==> src/sv/tped_pkg.sv <==
// Package for the tracker pattern entry decoder.
// Holds the cell, result and tracking-state types, command codes and the effect table.
// No dependencies.
package tped_pkg;

    localparam int CELLS_PER_PATTERN = 256;
    localparam int CNT_W             = $clog2(CELLS_PER_PATTERN);
    localparam int PADDR_W           = 3;

    localparam logic [PADDR_W-1:0] ADDR_SPEED_MODE = '0;

    localparam logic [1:0] KIND_NONE = 2'd0;
    localparam logic [1:0] KIND_NOTE = 2'd1;
    localparam logic [1:0] KIND_CUT  = 2'd2;

    localparam logic [7:0] NOTE_CUT_A = 8'hFE;
    localparam logic [7:0] NOTE_CUT_B = 8'hFC;
    localparam logic [7:0] NOTE_BASE  = 8'd37;

    localparam logic [6:0] VOL_MAX      = 7'd64;
    localparam logic [5:0] ROW_MIN_INIT = 6'd63;

    localparam logic [3:0] FX_NONE     = 4'd0;
    localparam logic [3:0] FX_SPEED    = 4'd1;
    localparam logic [3:0] FX_JUMP     = 4'd2;
    localparam logic [3:0] FX_BREAK    = 4'd3;
    localparam logic [3:0] FX_VOLSLIDE = 4'd4;
    localparam logic [3:0] FX_TREMOR   = 4'd9;
    localparam logic [3:0] FX_ARPEGGIO = 4'd10;

    typedef struct packed {
        logic [7:0] effect_param;
        logic [7:0] vol_cmd_byte;
        logic [7:0] instr_vol_byte;
        logic [7:0] note_byte;
    } cell_t;

    typedef struct packed {
        logic [1:0] note_kind;
        logic [7:0] note_number;
        logic [4:0] instrument;
        logic       volume_present;
        logic [6:0] volume;
        logic [3:0] command;
        logic [7:0] command_param;
        logic       pattern_end;
        logic       jump_valid;
        logic [7:0] jump_order;
        logic [5:0] jump_row;
    } result_t;

    typedef struct packed {
        logic [CNT_W-1:0] cell_cnt;
        logic [5:0]       break_row_min;
        logic [7:0]       jump_target;
        logic             jump_seen;
    } track_state_t;

    // Effect letter index to command; indices above arpeggio map to none.
    function automatic logic [3:0] effect_lookup(input logic [3:0] idx);
        logic [3:0] cmd;
        cmd = (idx <= FX_ARPEGGIO) ? idx : FX_NONE;
        return cmd;
    endfunction

endpackage

==> src/sv/tracker_pattern_entry_decoder_top.sv <==
// Top level of the tracker pattern entry decoder: stream channels, APB register.
// Depends on tped_pkg and tped_decode.
//
// Usage:
//   s_axis carries one four-byte pattern cell per transaction; m_axis returns one
//   decoded cell per transaction, with tlast on the last cell of each pattern of
//   CELLS_PER_PATTERN cells. On that cell the jump fields report the last
//   position jump and the lowest break row after it.
//   Pipeline: a cell accepted on s_axis is held in the input register, then
//   decoded into the result register, where m_axis_tvalid rises; the m_axis
//   transaction follows from the result register.
//   Throughput: one cell per cycle while m_axis_tready stays high; the decode is one short combinational pass.
//   Stall: when m_axis_tready is low the result register holds, the input
//   register still takes one more cell if it is empty, then s_axis_tready drops.
//   Reset (aresetn low, synchronous): both stages empty, cell count 0, break row
//   minimum 63, no jump seen, speed_divide_mode 0.
//   The APB register speed_divide_mode at address 0 must be written only while idle; the block does not enforce this.
module tracker_pattern_entry_decoder_top (
    input  logic                          aclk,
    input  logic                          aresetn,
    // APB
    input  logic                          psel,
    input  logic                          penable,
    input  logic                          pwrite,
    input  logic [tped_pkg::PADDR_W-1:0]  paddr,
    input  logic [31:0]                   pwdata,
    output logic [31:0]                   prdata,
    output logic                          pready,
    // input cells
    input  logic                          s_axis_tvalid,
    output logic                          s_axis_tready,
    // note_byte, instr_vol_byte, vol_cmd_byte, effect_param
    input  logic [31:0]                   s_axis_tdata,
    // decoded cells
    output logic                          m_axis_tvalid,
    input  logic                          m_axis_tready,
    // note_number, instrument, volume_present, volume, command, command_param,
    // jump_valid, jump_order, jump_row
    output logic [47:0]                   m_axis_tdata,
    // note_kind
    output logic [1:0]                    m_axis_tuser,
    output logic                          m_axis_tlast
);
    import tped_pkg::*;

    logic         speed_mode_reg;
    logic         in_valid_reg;
    cell_t        in_cell_reg;
    logic         out_valid_reg;
    result_t      out_reg;
    track_state_t state_reg;
    track_state_t state_next;
    result_t      result_next;
    logic         s_accept;
    logic         out_load;
    logic         cfg_write;

    assign pready    = 1'b1;
    assign cfg_write = psel && penable && pwrite && pready;
    assign prdata    = (paddr == ADDR_SPEED_MODE) ? {31'h0, speed_mode_reg} : 32'h0;

    assign out_load      = in_valid_reg && (!out_valid_reg || m_axis_tready);
    assign s_axis_tready = !in_valid_reg || out_load;
    assign s_accept      = s_axis_tvalid && s_axis_tready;

    tped_decode u_decode (
        .entry             (in_cell_reg),
        .state             (state_reg),
        .speed_divide_mode (speed_mode_reg),
        .result            (result_next),
        .state_next        (state_next)
    );

    always_ff @(posedge aclk) begin
        if (!aresetn) begin
            speed_mode_reg          <= 1'b0;
            in_valid_reg            <= 1'b0;
            out_valid_reg           <= 1'b0;
            state_reg.cell_cnt      <= '0;
            state_reg.break_row_min <= ROW_MIN_INIT;
            state_reg.jump_target   <= 8'h00;
            state_reg.jump_seen     <= 1'b0;
        end else begin
            if (cfg_write && paddr == ADDR_SPEED_MODE) begin
                speed_mode_reg <= pwdata[0];
            end
            if (s_accept) begin
                in_valid_reg <= 1'b1;
            end else if (out_load) begin
                in_valid_reg <= 1'b0;
            end
            if (out_load) begin
                out_valid_reg <= 1'b1;
                state_reg     <= state_next;
            end else if (m_axis_tready) begin
                out_valid_reg <= 1'b0;
            end
        end
    end

    always_ff @(posedge aclk) begin
        if (s_accept) begin
            in_cell_reg <= cell_t'(s_axis_tdata);
        end
        if (out_load) begin
            out_reg <= result_next;
        end
    end

    assign m_axis_tvalid = out_valid_reg;
    assign m_axis_tuser  = out_reg.note_kind;
    assign m_axis_tlast  = out_reg.pattern_end;
    assign m_axis_tdata  = {out_reg.jump_row, out_reg.jump_order, out_reg.jump_valid,
                            out_reg.command_param, out_reg.command, out_reg.volume,
                            out_reg.volume_present, out_reg.instrument,
                            out_reg.note_number};

`ifndef SYNTHESIS
    a_jump_only_at_end: assert property (@(posedge aclk) disable iff (!aresetn)
        m_axis_tvalid && !m_axis_tlast |-> !out_reg.jump_valid
            && out_reg.jump_order == 8'h00 && out_reg.jump_row == 6'd0)
        else $error("jump fields set on a cell that is not the pattern end");

    a_none_has_zero_param: assert property (@(posedge aclk) disable iff (!aresetn)
        m_axis_tvalid && out_reg.command == FX_NONE |-> out_reg.command_param == 8'h00)
        else $error("command none with nonzero parameter");

    a_state_clears_at_end: assert property (@(posedge aclk) disable iff (!aresetn)
        out_load && result_next.pattern_end |=> state_reg.cell_cnt == '0
            && state_reg.break_row_min == ROW_MIN_INIT && !state_reg.jump_seen)
        else $error("tracking state not cleared after pattern end");

    a_counter_holds: assert property (@(posedge aclk) disable iff (!aresetn)
        !out_load |=> $stable(state_reg))
        else $error("tracking state changed without a decoded cell");

    a_volume_absent_zero: assert property (@(posedge aclk) disable iff (!aresetn)
        m_axis_tvalid && !out_reg.volume_present |-> out_reg.volume == 7'd0)
        else $error("volume nonzero while not present");
`endif

endmodule

==> src/sv/tped_decode.sv <==
// Combinational decode of one pattern cell plus next tracking state.
// Depends on tped_pkg.
module tped_decode (
    input  tped_pkg::cell_t        entry,
    input  tped_pkg::track_state_t state,
    input  logic                   speed_divide_mode,
    output tped_pkg::result_t      result,
    output tped_pkg::track_state_t state_next
);
    import tped_pkg::*;

    logic [3:0]   hi_nib;
    logic [3:0]   lo_nib;
    logic [7:0]   bcd_val;
    logic [6:0]   vol_raw;
    logic [3:0]   cmd;
    logic [7:0]   par;
    logic         last;
    track_state_t upd;

    assign hi_nib  = entry.effect_param[7:4];
    assign lo_nib  = entry.effect_param[3:0];
    assign bcd_val = {1'b0, hi_nib, 3'b000} + {3'b000, hi_nib, 1'b0} + {4'h0, lo_nib};
    assign vol_raw = {entry.vol_cmd_byte[7:4], entry.instr_vol_byte[2:0]};
    assign last    = (state.cell_cnt == CNT_W'(CELLS_PER_PATTERN - 1));

    always_comb begin
        result = '0;
        if (entry.note_byte == NOTE_CUT_A || entry.note_byte == NOTE_CUT_B) begin
            result.note_kind = KIND_CUT;
        end else if (entry.note_byte < NOTE_CUT_B) begin
            result.note_kind   = KIND_NOTE;
            // octave*12 + semitone + 37
            result.note_number = {1'b0, entry.note_byte[7:4], 3'b000}
                               + {2'b00, entry.note_byte[7:4], 2'b00}
                               + {4'h0, entry.note_byte[3:0]} + NOTE_BASE;
        end

        result.instrument = entry.instr_vol_byte[7:3];
        if (vol_raw <= VOL_MAX) begin
            result.volume_present = 1'b1;
            result.volume         = vol_raw;
        end

        upd = state;
        cmd = effect_lookup(entry.vol_cmd_byte[3:0]);
        par = entry.effect_param;
        if (cmd == FX_VOLSLIDE) begin
            par = (lo_nib != 4'h0) ? {4'h0, lo_nib} : {hi_nib, 4'h0};
        end else if (cmd == FX_BREAK) begin
            par = bcd_val;
            if (bcd_val < {2'b00, state.break_row_min}) begin
                upd.break_row_min = bcd_val[5:0];
            end
        end else if (cmd == FX_JUMP) begin
            upd.jump_target   = entry.effect_param;
            upd.jump_seen     = 1'b1;
            upd.break_row_min = ROW_MIN_INIT;
            cmd               = FX_NONE;
        end else if (cmd != FX_TREMOR) begin
            if (cmd == FX_SPEED && speed_divide_mode) begin
                par = {4'h0, hi_nib};
            end
            if (par == 8'h00) begin
                cmd = FX_NONE;
            end
        end
        if (cmd == FX_NONE) begin
            par = 8'h00;
        end
        result.command       = cmd;
        result.command_param = par;

        result.pattern_end = last;
        if (last && upd.jump_seen) begin
            result.jump_valid = 1'b1;
            result.jump_order = upd.jump_target;
            result.jump_row   = upd.break_row_min;
        end

        state_next = upd;
        if (last) begin
            state_next.cell_cnt      = '0;
            state_next.break_row_min = ROW_MIN_INIT;
            state_next.jump_target   = 8'h00;
            state_next.jump_seen     = 1'b0;
        end else begin
            state_next.cell_cnt = state.cell_cnt + CNT_W'(1);
        end
    end

endmodule

==> config.mk <==
export PLATFORM = sky130hd
export DESIGN_NAME = tracker_pattern_entry_decoder_top
export DESIGN_NICKNAME = d
export VERILOG_FILES = /design/src/sv/tped_pkg.sv /design/src/sv/tracker_pattern_entry_decoder_top.sv /design/src/sv/tped_decode.sv
export SDC_FILE = /design/constraint.sdc
export NUM_CORES = 1
export LEC_CHECK = 0
export ABC_AREA = 1
export ABC_CLOCK_PERIOD_IN_PS = 4000
export BUFFER_PORTS_ARGS = -buffer_cell sky130_fd_sc_hd__buf_2
export CORE_UTILIZATION = 52
export DETAILED_ROUTE_END_ITERATION = 12
export HOLD_SLACK_MARGIN = 0.03
export PLACE_DENSITY_LB_ADDON = 0.3
export SLEW_MARGIN = 5
export SYNTH_ARGS = -nofsm -noshare
export SYNTH_HDL_FRONTEND = slang
export SYNTH_HIERARCHICAL = 1
export SYNTH_SLANG_ARGS = --single-unit
export TNS_END_PERCENT = 5
==> constraint.sdc <==
create_clock -name aclk -period 4 [get_ports aclk]
set_input_delay 1 -clock aclk [delete_from_list [all_inputs] [get_ports aclk]]
set_output_delay 1 -clock aclk [all_outputs]
set_load 0.02 [all_outputs]
After elaboration in Yosys (flattened, before gate mapping)
Cells that the tools add are included.

storage, ports and cells
  register bits after elaboration = 109
  logic and storage cells = 91
  bits of input ports = 74

cells by class
  reductions and logical operators = 19
  equal/unequal tests = 8
  multiplexer cells = 31
  $add $sub $neg = 6
  magnitude comparators = 4
  bitwise operators = 1

operators by type and width
  kind                                                count
  two-way mux 8 bit                                   12
  two-way mux 15 bit                                  4
  == test 8 bit (second input constant)               3
  two-way mux 4 bit                                   6
  two-way mux 9 bit                                   2
  adder 8 x 4 -> 8 bit                                2
  two-way mux 6 bit                                   2
  adder 7 x 5 -> 8 bit                                1
  adder 7 x 6 -> 8 bit                                1
  adder 8 x 1 -> 8 bit (second input constant)        1
  adder 8 x 6 -> 8 bit (second input constant)        1
  == test 4 x 2 -> 1 bit (second input constant)      2
  zero test 8 bit                                     1
  less-than comparator 8 x 6 -> 1 bit                 1
  less-than comparator 8 bit (second input constant)  1
  <= comparator 7 bit (second input constant)         1
  logical AND 1 bit                                   7
  two-way mux 1 bit                                   5
  == test 4 x 1 -> 1 bit (second input constant)      1
  == test 4 x 3 -> 1 bit (second input constant)      1
  <= comparator 4 bit (second input constant)         1
  zero test 4 bit                                     1
  inequality test 4 bit (second input constant)       1
  nonzero test 2 bit                                  2
  6 further kinds                                     9

Logic depth before layout (Yosys ltp)
Gate-level depths: netlist (run 1).

  depth after elaboration = 16
  gate-level depth with buffers = 19

Modules after synthesis
The synthesis (run 1) kept the hierarchy.

by module, submodules not included
  module                             instances  cells each  area each (sq um)
  tracker_pattern_entry_decoder_top  1          241         3724.8
  tped_decode                        1          321         1774.2

Worst setup path before layout (run 1)
Ideal clock, no wire load.

  kind = register -> register
  start = register in_cell_reg[28] (netlist bit)
  end = register out_reg, in the netlist m_axis_tdata[43], data pin
  arrival = 2598 ps
  required time = 3739 ps
  stages on the path, launching flop included = 17
  library setup time = 261 ps
  clock period less this slack = 2858 ps
  setup slack = 1142 ps
  cells stage by stage = edfxtp_1 -> inv_1 -> fa_1 -> inv_1 -> ha_1 -> nand3_1 -> nand2_1 -> xnor2_1 -> inv_1 -> ha_1 -> a21o_1 -> nor2_2 -> nand2_2 -> nand2_1 -> nand3_1 -> nand2_1 -> nor2_1

on the way
  longest elaborated chain between the ends = 6

RTL lines
  item                                 RTL line                                  RTL
  start: declaration                   tracker_pattern_entry_decoder_top.sv:48   cell_t in_cell_reg;
  start signal: assignment             tracker_pattern_entry_decoder_top.sv:103  in_cell_reg <= cell_t'(s_axis_tdata);
  adder 7 x 5 -> 8 bit *               tped_decode.sv:23                         assign bcd_val = {1'b0, hi_nib, 3'b000} + {3'b000, hi_nib, 1'b0} + {4'h0, lo_nib};
  adder 8 x 4 -> 8 bit *               tped_decode.sv:23
  less-than comparator 8 x 6 -> 1 bit  tped_decode.sv:52                         if (bcd_val < {2'b00, state.break_row_min}) begin
  two-way mux 6 bit *                  tped_decode.sv:52
  two-way mux 6 bit *                  tped_decode.sv:50                         end else if (cmd == FX_BREAK) begin
  two-way mux 15 bit *                 tped_decode.sv:48                         if (cmd == FX_VOLSLIDE) begin
  end signal: assignment               tracker_pattern_entry_decoder_top.sv:106  out_reg <= result_next;
  end: declaration                     tracker_pattern_entry_decoder_top.sv:50   result_t out_reg;

Every way passes the cells marked *; elsewhere a longest branch is shown, timed or not.
A chain may end at the register's enable or synchronous reset.

Worst setup path after layout (run 1)
  start = register in_cell_reg[28] (netlist bit)
  end = register out_reg, in the netlist m_axis_tdata[46], data pin

Same word-level chain as after synthesis.

==> tab_implementation.tex, run 1 <==
\begin{tabular}{lr}
\hline
Metric & Value \\
\hline
\multicolumn{2}{l}{\textbf{Drt}} \\
\quad Via-per-instance ratio & 4.89 \\
\quad Final ANT Viol Nets & 0 \\
\quad Initial DRT Pass Iterations & 6 \\
\quad Count of vias placed by the detailed router & between 3000 and 4000 \\
\quad Post-route DRC & 0 \\
\quad Violation count after the first detailed-route iteration & between 150 and 200 \\
\quad Routed WL & $\sim$10000 um \\
\quad Average wire per standard cell & around 13 um \\
\multicolumn{2}{l}{\textbf{GRT}} \\
\quad All-Layer GR Usage & 0.194 \\
\quad Number of antenna violations at the first check in global routing & 0 \\
\quad Global-route congestion overflow total & 0 \\
\quad Global-route wire length before repair & around 17000 um \\
\quad Number of global-route vias before repair & 3606 \\
\quad Maximum number of pins on one net before global-route repair & 75 \\
\multicolumn{2}{l}{\textbf{Floorplanning}} \\
\quad Std cell rows & 37 \\
\quad Vertical die dimension & approximately 100 um \\
\quad Placeable core area & approximately 10000 um\^{}2 \\
\quad Top Ports & 160 \\
\quad Initial Utilization & 0.535 \\
\quad Die Area & about 11000 um\^{}2 \\
\quad Die Span X & $\sim$100 um \\
\multicolumn{2}{l}{\textbf{Cells and area}} \\
\quad Share of cells above drive strength 1 & 0.209 \\
\quad Final net count & between 700 and 800 \\
\quad Number of fillers in the final layout & between 800 and 900 \\
\quad Antenna diodes & 0 \\
\quad Non-filler instance count after layout & 793 \\
\quad Register area & between 3000 and 4000 um\^{}2 \\
\quad Flip-flop count of the largest register after layout & 48 \\
\quad Layout area overhead & 11.1\% \\
\quad Total area of multi-input combinational cells & approximately 2000 um\^{}2 \\
\multicolumn{2}{l}{\textbf{Setup path}} \\
\quad Critical Path Source & in\_cell\_reg[28] \\
\quad Endpoint type of the worst setup path & flop \\
\quad Class of the most critical setup path & flop to flop \\
\quad CP Data Required Time & between 4 and 5 ns \\
\quad Family of cells with the greatest summed delay on the critical path & adder cells \\
\quad Worst Path Max Fanout & 7 \\
\quad CP bufs+invs & 3 \\
\quad Cell with the largest stage delay on the worst path & sky130\_fd\_sc\_hd\_\_fa\_1 \\
\quad Worst EP arrival & about 3.4 ns \\
\quad Critical-path cell list & inv\_1 -> fa\_1 -> inv\_1 -> ha\_1 -> nand3\_1 -> nand2\_1 -> xnor2\_1 -> inv\_1 -> ha\_1 -> a21o\_1 -> nor2\_2 -> nand2\_2 -> nand2\_1 -> nand3\_1 -> nand2\_1 -> nor2\_1 \\
\quad Slowest stage delay, CP & between 0.4 and 0.5 ns \\
\quad Nature of the critical path startpoint & flop \\
\quad Beginning of the worst register-to-register path & in\_cell\_reg[28] \\
\multicolumn{2}{l}{\textbf{Timing}} \\
\quad Pin slew with the least headroom to its limit & 0.656 ns \\
\quad Number of endpoints failing setup at the final stage & 0 \\
\quad Max Transition Viols Final & 0 \\
\quad Post-Route Setup TNS & 0 ns \\
\quad Setup repair after global routing missed its margin & false \\
\quad Minimum period implied by the final worst setup slack & around 3.3 ns \\
\quad Clock skew & 0.0101 ns \\
\quad Final cycle utilization of the critical path & 0.833 \\
\quad Slew Limit Headroom & 0.562 \\
\quad Highest clock rate & 300 MHz \\
\quad Final hold violation count & 0 \\
\quad Post-route setup slack & about 0.67 ns \\
\multicolumn{2}{l}{\textbf{CTS}} \\
\quad Hold\_buf cts & 0 \\
\quad Setup Fix Bufs, Post-CTS & 0 \\
\quad Clock Pin Slew Worst Setup and Hold Paths & approximately 0.10 ns \\
\quad Post-CTS sizing & 0 \\
\quad Clock tree from TritonCTS & built \\
\quad CTS Root Buffer Type & sky130\_fd\_sc\_hd\_\_clkbuf\_8 \\
\quad Deepest clock path buffer count & 2 \\
\quad Number of buffers created by CTS & 9 \\
\quad Number of clock sinks & 109 \\
\quad Skew-Pair Late Insertion Delay & around 0.37 ns \\
\quad H-tree level count & 3 \\
\multicolumn{2}{l}{\textbf{Yosys}} \\
\quad Area share of the largest cell type after synthesis & 0.453 \\
\quad Fraction of registers with async set/reset & 0 \\
\quad Simple-gate area share of the yosys netlist & 0.183 \\
\quad Part of the Yosys area used for sequential elements & 0.548 \\
\quad Mapped Area & 5500 um\^{}2 \\
\quad Count of synthesis-stage warnings from yosys & 6 \\
\quad Mean cell area of the mapped netlist & 9.78 um\^{}2 \\
\quad Arithmetic-cell share of the synthesized area counting full adders, half adders and majority gates & 0.0678 \\
\quad Combinational family with the most area after synthesis & simple AND/OR/NAND/NOR gates \\
\quad Largest cells by area after synthesis & sky130\_fd\_sc\_hd\_\_edfxtp\_1, sky130\_fd\_sc\_hd\_\_dfxtp\_1, sky130\_fd\_sc\_hd\_\_nor2\_1 \\
\quad Cell types with the highest counts after synthesis & sky130\_fd\_sc\_hd\_\_nor2\_1, sky130\_fd\_sc\_hd\_\_edfxtp\_1, sky130\_fd\_sc\_hd\_\_nand2\_1 \\
\quad Count of state elements after synthesis & between 100 and 150 \\
\quad Multiplexer fraction of the synthesized cell area & 0.00364 \\
\quad Instance count of the mapped netlist & about 560 \\
\quad XOR/XNOR Fraction of Synth Area & 0.00956 \\
\quad Ys flop type & sky130\_fd\_sc\_hd\_\_edfxtp\_1 \\
\quad Most frequent cell after synthesis & sky130\_fd\_sc\_hd\_\_nor2\_1 \\
\quad Fraction of the mapped netlist area in compound gates & 0.0735 \\
\quad Number of flops mapped to enable cells by yosys & between 80 and 90 \\
\quad Count of distinct cell types in the synthesized netlist & 40 \\
\quad Largest area contributor in the netlist & sky130\_fd\_sc\_hd\_\_edfxtp\_1 \\
\multicolumn{2}{l}{\textbf{Pwr}} \\
\quad Static leakage & $\sim$0.0028 uW \\
\quad Pwr/cell area & between 300 and 400 nW/um\^{}2 \\
\quad Worst IR drop on VDD & 0.199 mV \\
\multicolumn{2}{l}{\textbf{Placement}} \\
\quad Number of buffer cells added on primary ports & 96 \\
\quad Dpl hpwl & 7500 um \\
\quad Global placement routability congestion & about 0.85 \\
\quad DP Worst Slack & just under 0.7 ns \\
\quad Cell Count Post-Placement & between 700 and 800 \\
\multicolumn{2}{l}{\textbf{Job}} \\
\quad Number of maximum-capacitance violations & 0 \\
\multicolumn{2}{l}{\textbf{Run status}} \\
\quad Result of the run & finished, final reports clean \\
\multicolumn{2}{l}{\textbf{Worst hold path}} \\
\quad Beginning of the worst hold path & in\_cell\_reg[13] \\
\quad Hold Crit Class & flop to flop \\
\hline
\end{tabular}
-- logic make-up after synthesis --
group,after synthesis
muxes,2
adders and majority gates,28
DFF,109
other,2
AOI/OAI and AO/OA,76
buffers and inverters,113
and+or+nand+nor,226
xor gates and xnor gates,6
-- per-stage QoR --
stage          cell area (um^2)  hold slack (ns)   util  total power [uW]
5_1_grt                    6110            0.434  0.594              2550
4_1_cts                    6110            0.429  0.594              2460
3_5_place_dp               5900            0.406  0.574              1750
6_report                   6110            0.431  0.594              2430
3_3_place_gp               5900            0.400  0.574              1730
2_1_floorplan              5610            0.448      -              1670
-- metal layers --
layer / vias to the layer above / track usage / wire [um] / share of wire
met2: 97 / 0.341 / 5250 / 0.52
met1: 1813 / 0.241 / 4350 / 0.43
met3: 6 / 0.0274 / 506 / 0.050
met5: - / 0 / 0 / 0
li1: 1965 / - / - / -
met4: 0 / 0.0755 / 83 / 0.0081
-- layout by cell type (no fill, tap or decap), types with 4 or more instances in the layout --
cell type | netlist | layout
sky130_fd_sc_hd__buf_2 | 5 | 96
sky130_fd_sc_hd__nor2_1 | 87 | 87
sky130_fd_sc_hd__edfxtp_1 | 83 | 83
sky130_fd_sc_hd__nand2_1 | 79 | 79
sky130_fd_sc_hd__inv_1 | 62 | 62
sky130_fd_sc_hd__o21ai_0 | 38 | 38
sky130_fd_sc_hd__nand3_1 | 32 | 32
sky130_fd_sc_hd__conb_1 | 2 | 32
sky130_fd_sc_hd__dfxtp_1 | 26 | 26
sky130_fd_sc_hd__ha_1 | 25 | 25
sky130_fd_sc_hd__a21oi_1 | 24 | 24
sky130_fd_sc_hd__clkbuf_8 | 0 | 9
sky130_fd_sc_hd__nand2_2 | 6 | 6
sky130_fd_sc_hd__nor2_2 | 5 | 5
sky130_fd_sc_hd__o21ai_1 | 5 | 5
sky130_fd_sc_hd__xor2_1 | 5 | 5
sky130_fd_sc_hd__nor2_4 | 4 | 4
-- path summary, 6_finish.rpt --
check | endpoint | slack, ns | cells after the start
max | m_axis_tdata[46] | 0.67 | 16
min | m_axis_tdata[10] | 0.43 | 0
max reg2reg | m_axis_tdata[46] | 0.67 | 16
min reg2reg | m_axis_tdata[10] | 0.43 | 0
-- where the power goes --
part / total (uW) / switching [uW] / internal (uW)
clock network: 713 / 361 / 352
logic: 395 / 265 / 130
registers: 1330 / 33.4 / 1290
-- area by class of cell --
cell class                      count  area share
Sequential cell                   109       0.493
Clock inverter                      6      0.0139
Clock buffer                       10      0.0209
Timing Repair Buffer               97      0.0799
Multi-Input combinational cell    370       0.323
Tap cell                          136      0.0279
Inverter                           65      0.0408
Note: power is estimated with default switching activity, not from simulation.
==> inputs of run 2 (changes only) <==
--- a/config.mk
+++ b/config.mk
@@ -5,10 +5,10 @@
 export SDC_FILE = /design/constraint.sdc
 export NUM_CORES = 1
 export LEC_CHECK = 0
-export ABC_AREA = 1
-export ABC_CLOCK_PERIOD_IN_PS = 4000
+export ABC_AREA = 0
+export ABC_CLOCK_PERIOD_IN_PS = 3400
 export BUFFER_PORTS_ARGS = -buffer_cell sky130_fd_sc_hd__buf_2
-export CORE_UTILIZATION = 52
+export CORE_UTILIZATION = 53
 export DETAILED_ROUTE_END_ITERATION = 12
 export HOLD_SLACK_MARGIN = 0.03
 export PLACE_DENSITY_LB_ADDON = 0.3
==> constraint.sdc (replaced) <==
create_clock -name aclk -period 3.4 [get_ports aclk]
set_input_delay 0.85 -clock aclk [delete_from_list [all_inputs] [get_ports aclk]]
set_output_delay 0.85 -clock aclk [all_outputs]
set_load 0.02 [all_outputs]
==> tab_implementation.tex, run 2 <==
\begin{tabular}{lr}
\hline
Metric & Value \\
\hline
\multicolumn{2}{l}{\textbf{Run status}} \\
\quad Result of the run & finished, final reports clean \\
\multicolumn{2}{l}{\textbf{Setup path}} \\
\quad Number of cells on the critical path & 15 \\
\quad Worst Path Max Fanout & 5 \\
\quad Class of the most critical setup path & flop to flop \\
\quad Nature of the critical path startpoint & flop \\
\quad CP bufs+invs & 3 \\
\quad Critical-path cell list & inv\_2 -> fa\_1 -> inv\_2 -> ha\_4 -> a21o\_1 -> a21oi\_2 -> xnor2\_2 -> ha\_1 -> nor2b\_4 -> a2111oi\_4 -> nand2\_2 -> buf\_6 -> o32a\_2 -> nand3\_2 -> nand3\_1 \\
\quad Endpoint type of the worst setup path & flop \\
\quad Family of cells with the greatest summed delay on the critical path & adder cells \\
\quad Worst EP arrival & $\sim$3.6 ns \\
\quad Most used cell along the critical path & sky130\_fd\_sc\_hd\_\_inv\_2 \\
\quad Worst setup path end & state\_reg[10] \\
\quad Slowest stage delay, CP & 0.56 ns \\
\quad Capture point of the worst reg-to-reg path & state\_reg[10] \\
\quad Critical Path Source & in\_cell\_reg[27] \\
\quad Reg2reg path depth & 15 \\
\quad Cell with the largest stage delay on the worst path & sky130\_fd\_sc\_hd\_\_fa\_1 \\
\quad Setup slack on the worst flop-to-flop path & between 0.09 and 0.1 ns \\
\quad Beginning of the worst register-to-register path & in\_cell\_reg[27] \\
\quad CP Data Required Time & between 3 and 4 ns \\
\multicolumn{2}{l}{\textbf{Yosys}} \\
\quad Instance count of the mapped netlist & 496 \\
\quad Combinational family with the most area after synthesis & compound AO/OA/AOI/OAI gates \\
\quad Arithmetic-cell share of the synthesized area counting full adders, half adders and majority gates & 0.0657 \\
\quad Mapped Area & about 5700 um\^{}2 \\
\quad Count of synthesis-stage warnings from yosys & 6 \\
\quad Largest area contributor in the netlist & sky130\_fd\_sc\_hd\_\_edfxtp\_1 \\
\quad Ys flop type & sky130\_fd\_sc\_hd\_\_edfxtp\_1 \\
\quad Cell types with the highest counts after synthesis & sky130\_fd\_sc\_hd\_\_edfxtp\_1, sky130\_fd\_sc\_hd\_\_buf\_4, sky130\_fd\_sc\_hd\_\_nor2\_1 \\
\quad Mean cell area of the mapped netlist & around 11 um\^{}2 \\
\quad Simple-gate area share of the yosys netlist & 0.135 \\
\quad Multiplexer fraction of the synthesized cell area & 0.0159 \\
\quad Area share of the largest cell type after synthesis & 0.439 \\
\quad XOR/XNOR Fraction of Synth Area & 0.0154 \\
\quad Largest cells by area after synthesis & sky130\_fd\_sc\_hd\_\_edfxtp\_1, sky130\_fd\_sc\_hd\_\_dfxtp\_1, sky130\_fd\_sc\_hd\_\_buf\_4 \\
\quad Number of flops mapped to enable cells by yosys & 83 \\
\quad Count of distinct cell types in the synthesized netlist & 67 \\
\quad Fraction of registers with async set/reset & 0 \\
\quad Most frequent cell after synthesis & sky130\_fd\_sc\_hd\_\_edfxtp\_1 \\
\quad Count of state elements after synthesis & about 110 \\
\quad Fraction of the mapped netlist area in compound gates & 0.141 \\
\quad Part of the Yosys area used for sequential elements & 0.531 \\
\multicolumn{2}{l}{\textbf{GRT}} \\
\quad Number of antenna violations at the first check in global routing & 0 \\
\quad Global-route congestion overflow total & 0 \\
\quad Number of global-route vias before repair & about 3800 \\
\quad Maximum number of pins on one net before global-route repair & 36 \\
\quad All-Layer GR Usage & 0.210 \\
\quad Global-route wire length before repair & 18000 um \\
\multicolumn{2}{l}{\textbf{Cells and area}} \\
\quad Flip-flop count of the largest register after layout & between 40 and 50 \\
\quad Most frequent standard cell in the layout excluding fill and tap cells & sky130\_fd\_sc\_hd\_\_buf\_2 \\
\quad Final net count & around 700 \\
\quad Most used cells in the layout excluding fill and tap cells & sky130\_fd\_sc\_hd\_\_buf\_2, sky130\_fd\_sc\_hd\_\_edfxtp\_1, sky130\_fd\_sc\_hd\_\_nor2\_1, sky130\_fd\_sc\_hd\_\_conb\_1, sky130\_fd\_sc\_hd\_\_nand3\_1 \\
\quad Share of cells above drive strength 1 & 0.323 \\
\quad Antenna diodes & 0 \\
\quad Layout area overhead & 14.5\% \\
\quad Number of fillers in the final layout & roughly 840 \\
\quad Non-filler instance count after layout & 739 \\
\multicolumn{2}{l}{\textbf{Drt}} \\
\quad Final ANT Viol Nets & 0 \\
\quad Initial DRT Pass Iterations & 4 \\
\quad Count of vias placed by the detailed router & between 4000 and 5000 \\
\quad Violation count after the first detailed-route iteration & $\sim$210 \\
\quad Routed WL & 11500 um \\
\quad Via-per-instance ratio & between 5 and 6 \\
\quad Post-route DRC & 0 \\
\quad Average wire per standard cell & $\sim$16 um \\
\multicolumn{2}{l}{\textbf{Floorplanning}} \\
\quad Placeable core area & roughly 10000 um\^{}2 \\
\quad Top Ports & 160 \\
\quad Die Area & approximately 11000 um\^{}2 \\
\quad Initial Utilization & 0.548 \\
\quad Vertical die dimension & $\sim$110 um \\
\quad Die Span X & 106 um \\
\quad Std cell rows & 37 \\
\multicolumn{2}{l}{\textbf{Timing}} \\
\quad Clock skew & 0.0113 ns \\
\quad Highest clock rate & roughly 300 MHz \\
\quad Final cycle utilization of the critical path & 0.972 \\
\quad Final hold violation count & 0 \\
\quad Minimum period implied by the final worst setup slack & 3.30 ns \\
\quad Max Transition Viols Final & 0 \\
\quad Slew Limit Headroom & 0.327 \\
\quad Number of endpoints failing setup at the final stage & 0 \\
\quad Pin slew with the least headroom to its limit & around 1.0 ns \\
\quad Post-route setup slack & around 0.097 ns \\
\quad Post-Route Setup TNS & 0 ns \\
\multicolumn{2}{l}{\textbf{Worst hold path}} \\
\quad Hold Crit Class & flop to flop \\
\multicolumn{2}{l}{\textbf{CTS}} \\
\quad Number of buffers created by CTS & 9 \\
\quad Skew-Pair Late Insertion Delay & between 0.3 and 0.4 ns \\
\quad CTS Root Buffer Type & sky130\_fd\_sc\_hd\_\_clkbuf\_8 \\
\quad Clock tree from TritonCTS & built \\
\quad Hold\_buf cts & 0 \\
\quad Deepest clock path buffer count & 2 \\
\quad H-tree level count & 3 \\
\quad Clock Pin Slew Worst Setup and Hold Paths & roughly 0.10 ns \\
\quad Number of clock sinks & about 110 \\
\multicolumn{2}{l}{\textbf{Pwr}} \\
\quad Overall Power & 2820 uW \\
\quad Static leakage & around 0.0027 uW \\
\quad Worst IR drop on VDD & around 0.26 mV \\
\quad Pwr/cell area & about 430 nW/um\^{}2 \\
\multicolumn{2}{l}{\textbf{Placement}} \\
\quad Global placement routability congestion & around 0.84 \\
\quad DP Worst Slack & -0.00194 ns \\
\quad Cell Count Post-Placement & $\sim$720 \\
\quad Number of buffer cells added on primary ports & 96 \\
\quad Dpl hpwl & between 7000 and 8000 um \\
\multicolumn{2}{l}{\textbf{Job}} \\
\quad Number of maximum-capacitance violations & 0 \\
\hline
\end{tabular}
==> run 2: cell count changes in the layout (fill, tap and decap cells not counted), sizes merged, moves of 6 or more <==
cell	change
nand2	-69
nor2	-55
inv	-34
buf	+24
a21boi	+17
nor2b	+14
o21ai	-14
a21oi	-8
nand2b	+8
mux2i	+7
and2	+6
nor3	+6
==> run 2: layout make-up <==
cell class	count	area, um^2	share of cell area
clock inverters	6	70.1	0.0108
clock buffers	9	124	0.0191
repair buffers	121	688	0.106
flip-flops and latches	109	3010	0.463
inverters	29	109	0.0167
well taps	136	170	0.0262
multi-input cells	329	2330	0.358
==> run 2: cell families (layout without fill, tap and decap cells) <==
group	Yosys count	count (layout)
simple gates	148	148
flops	109	109
compound gates	102	102
buf+inv	88	165
fa+ha+maj	28	28
xor+xnor	10	10
mux	9	9
other cells	2	32
==> run 2: worst reg2reg max path, delay by kind of cell (launching register included) <==
kind / cells / cell delay (ns)
DFF: 1 / 0.38
adders and majority gates: 3 / 1.05
xor gates and xnor gates: 1 / 0.15
buffers and inverters: 3 / 0.29
AOI/OAI and AO/OA: 4 / 0.89
and+or+nand+nor: 4 / 0.42
==> run 2: power breakdown <==
group	internal (uW)	switching, uW	total, uW
Combinational	203	290	493
Sequential	1500	35.3	1540
Clock	345	449	794
==> run 2: worst min path at each step <==
stage | start | endpoint | depth (start not counted)
floorplan | state_reg[1] | state_reg[1] | 2
global placement | in_cell_reg[15] | m_axis_tdata[12] | 0
detailed placement | in_cell_reg[15] | m_axis_tdata[12] | 0
CTS | in_cell_reg[15] | m_axis_tdata[12] | 0
global route | in_cell_reg[12] | m_axis_tdata[9] | 0
finish | in_cell_reg[15] | m_axis_tdata[12] | 0
==> run 2: what timing repair did <==
| action | CTS | global route |
|---|---|---|
| cloned | 1 | 0 |
| pin swaps | 11 | 12 |
| setup buffers | 0 | 6 |
| endpoints found under the setup margin | 9 | 12 |
| gates resized for setup | 16 | 3 |
==> run 2: per-stage QoR <==
stage,hold slack (ns),instance area (um^2),utilization
final,0.429,6500,0.627
after global routing,0.442,6500,0.627
after CTS,0.430,6430,0.620
after detailed placement,0.405,6170,0.595
after global placement,0.403,6170,0.595
after floorplan,0.445,5790,-
==> run 2: layer usage <==
layer / wire length [um] / global-route usage
met5: 0 / 0
met3: 693 / 0.0334
met2: 5650 / 0.353
met4: 309 / 0.111
met1: 4880 / 0.260
==> inputs of run 3 (changes only) <==
--- a/config.mk
+++ b/config.mk
@@ -8,7 +8,7 @@
 export ABC_AREA = 0
 export ABC_CLOCK_PERIOD_IN_PS = 3400
 export BUFFER_PORTS_ARGS = -buffer_cell sky130_fd_sc_hd__buf_2
-export CORE_UTILIZATION = 53
+export CORE_UTILIZATION = 40
 export DETAILED_ROUTE_END_ITERATION = 12
 export HOLD_SLACK_MARGIN = 0.03
 export PLACE_DENSITY_LB_ADDON = 0.3
==> tab_implementation.tex, run 3 (synthesis results as in run 2) <==
\begin{tabular}{lr}
\hline
Metric & Value \\
\hline
\multicolumn{2}{l}{\textbf{Run status}} \\
\quad Result of the run & finished, final reports clean \\
\multicolumn{2}{l}{\textbf{Setup path}} \\
\quad Worst EP arrival & 3.44 ns \\
\quad Endpoint type of the worst setup path & flop \\
\quad Class of the most critical setup path & flop to flop \\
\quad Family of cells with the greatest summed delay on the critical path & adder cells \\
\quad CP Data Required Time & 3.50 ns \\
\quad CP bufs+invs & 4 \\
\quad Critical-path cell list & inv\_2 -> fa\_1 -> inv\_2 -> ha\_4 -> a21o\_1 -> a21oi\_2 -> xnor2\_2 -> ha\_1 -> nor2b\_4 -> a2111oi\_4 -> buf\_4 -> a21o\_4 -> buf\_4 -> o221a\_2 \\
\quad Worst Path Max Fanout & 5 \\
\quad Slowest stage delay, CP & approximately 0.55 ns \\
\quad Nature of the critical path startpoint & flop \\
\quad Cell with the largest stage delay on the worst path & sky130\_fd\_sc\_hd\_\_fa\_1 \\
\multicolumn{2}{l}{\textbf{Pwr}} \\
\quad Clock Power Share & 0.358 \\
\quad Combinational group share of total power & 0.156 \\
\quad Switching share of total power & 0.256 \\
\quad Worst IR drop on VDD & between 0.2 and 0.3 mV \\
\quad Static leakage & 0.00279 uW \\
\quad Relative contribution of sequential cells to total power & 0.486 \\
\quad Overall Power & 3160 uW \\
\quad Pwr/cell area & 473 nW/um\^{}2 \\
\quad Net switching component of the power & 809 uW \\
\quad Internal Dissipation & 2350 uW \\
\multicolumn{2}{l}{\textbf{CTS}} \\
\quad Number of buffers created by CTS & 9 \\
\quad Skew-Pair Late Insertion Delay & between 0.3 and 0.4 ns \\
\quad Clock Pin Slew Worst Setup and Hold Paths & 0.07 ns \\
\quad Deepest clock path buffer count & 2 \\
\quad H-tree level count & 3 \\
\quad Clock tree from TritonCTS & built \\
\quad Hold\_buf cts & 0 \\
\quad CTS Root Buffer Type & sky130\_fd\_sc\_hd\_\_clkbuf\_16 \\
\quad Number of clock sinks & about 110 \\
\multicolumn{2}{l}{\textbf{Drt}} \\
\quad Average wire per standard cell & about 15 um \\
\quad Initial DRT Pass Iterations & 5 \\
\quad Via-per-instance ratio & roughly 5.1 \\
\quad Count of vias placed by the detailed router & 4038 \\
\quad Violation count after the first detailed-route iteration & 297 \\
\quad Final ANT Viol Nets & 0 \\
\quad Post-route DRC & 0 \\
\quad Routed WL & 12100 um \\
\multicolumn{2}{l}{\textbf{Floorplanning}} \\
\quad Top Ports & between 150 and 200 \\
\quad Placeable core area & 13900 um\^{}2 \\
\quad Std cell rows & between 40 and 50 \\
\quad Initial Utilization & 0.409 \\
\quad Vertical die dimension & roughly 120 um \\
\quad Die Span X & approximately 120 um \\
\quad Die Area & approximately 15000 um\^{}2 \\
\multicolumn{2}{l}{\textbf{GRT}} \\
\quad Number of antenna violations at the first check in global routing & 0 \\
\quad Global-route congestion overflow total & 0 \\
\quad All-Layer GR Usage & 0.167 \\
\quad Number of global-route vias before repair & about 3800 \\
\quad Maximum number of pins on one net before global-route repair & 33 \\
\quad Global-route wire length before repair & 18700 um \\
\multicolumn{2}{l}{\textbf{Placement}} \\
\quad Global placement routability congestion & roughly 0.84 \\
\quad Post-detailed-placement cell area & approximately 6300 um\^{}2 \\
\quad Dpl hpwl & 8230 um \\
\quad Number of buffer cells added on primary ports & 96 \\
\quad DP Worst Slack & -0.0549 ns \\
\multicolumn{2}{l}{\textbf{Timing}} \\
\quad Number of endpoints failing setup at the final stage & 0 \\
\quad Clock skew & between 0.008 and 0.009 ns \\
\quad Final hold violation count & 0 \\
\quad Final cycle utilization of the critical path & 0.983 \\
\quad Post-Route Setup TNS & 0 ns \\
\quad Max Transition Viols Final & 0 \\
\quad Minimum period implied by the final worst setup slack & 3.34 ns \\
\quad Post-route setup slack & 0.0595 ns \\
\quad Highest clock rate & 299 MHz \\
\quad Setup repair after global routing missed its margin & true \\
\quad Pin slew with the least headroom to its limit & $\sim$1.0 ns \\
\quad Slew Limit Headroom & 0.320 \\
\multicolumn{2}{l}{\textbf{Cells and area}} \\
\quad Most frequent standard cell in the layout excluding fill and tap cells & sky130\_fd\_sc\_hd\_\_buf\_2 \\
\quad Flip-flop count of the largest register after layout & 48 \\
\quad Layout area overhead & 17.7\% \\
\quad Share of cells above drive strength 1 & 0.326 \\
\quad Summed area of non-filler cells in the final layout & between 6000 and 7000 um\^{}2 \\
\quad Utilization of the core after routing & 0.482 \\
\quad Most used cells in the layout excluding fill and tap cells & sky130\_fd\_sc\_hd\_\_buf\_2, sky130\_fd\_sc\_hd\_\_edfxtp\_1, sky130\_fd\_sc\_hd\_\_nor2\_1, sky130\_fd\_sc\_hd\_\_conb\_1, sky130\_fd\_sc\_hd\_\_nand3\_1 \\
\quad Final net count & approximately 700 \\
\quad Antenna diodes & 0 \\
\multicolumn{2}{l}{\textbf{Worst hold path}} \\
\quad Hold Crit Class & flop to flop \\
\multicolumn{2}{l}{\textbf{Job}} \\
\quad Number of maximum-capacitance violations & 0 \\
\hline
\end{tabular}
-- run 3: cell types whose count changed in the layout (fill, tap and decap cells not counted), moves of 2 or more --
cell and delta:
sky130_fd_sc_hd__a21o_4 +2, sky130_fd_sc_hd__clkbuf_16 +9, sky130_fd_sc_hd__buf_6 -2, sky130_fd_sc_hd__clkbuf_8 -9, sky130_fd_sc_hd__clkinv_4 +4, sky130_fd_sc_hd__buf_4 +2
sky130_fd_sc_hd__inv_6 -2
-- run 3: power groups by stage --
stage	Combinational [uW]	Sequential, uW	Clock [uW]
final	494	1540	1130
after global routing	540	1550	1210
after CTS	463	1540	1160
after detailed placement	457	1570	0
after global placement	447	1570	0
after floorplan	312	1600	0
-- run 3: final timing paths --
kind                                      start                to  cells after the start  slack (ns)
worst max register to register  in_cell_reg[28]  m_axis_tdata[47]                     14        0.06
worst min register to register  in_cell_reg[12]   m_axis_tdata[9]                      0        0.43
worst min-delay path            in_cell_reg[12]   m_axis_tdata[9]                      0        0.43
worst max-delay path            in_cell_reg[28]  m_axis_tdata[47]                     14        0.06
-- run 3: timing repair --
item	in CTS	in global routing
endpoints found under the setup margin	5	11
setup buffers	0	3
endpoints found under the hold margin	0	0
gates resized for setup	2	16
gates cloned	0	1
pin swaps	0	8
-- run 3: area by class of cell --
cell class | instances | area, um^2
clock inverters | 7 | 100
flip-flops and latches | 109 | 3010
multi-input cells | 330 | 2330
well taps | 180 | 225
inverters | 29 | 109
clock buffers | 9 | 225
repair buffers | 121 | 681
fillers | 1263 | 7200
-- run 3: per-layer routing --
metal / vias up / global-route usage / part of all wire
met3: 21 / 0.0273 / 0.049
met1: 1972 / 0.210 / 0.43
met4: 0 / 0.0818 / 0.022
met2: 117 / 0.280 / 0.50
met5: - / 0 / 0
li1: 1928 / - / -
-- run 3: through the flow --
| step | instances | hold slack (ns) |
|---|---|---|
| 2_1_floorplan | 526 | 0.445 |
| 3_3_place_gp | 765 | 0.402 |
| 5_1_grt | 785 | 0.431 |
| 4_1_cts | 781 | 0.429 |
| 6_report | 785 | 0.426 |
| 3_5_place_dp | 765 | 0.410 |
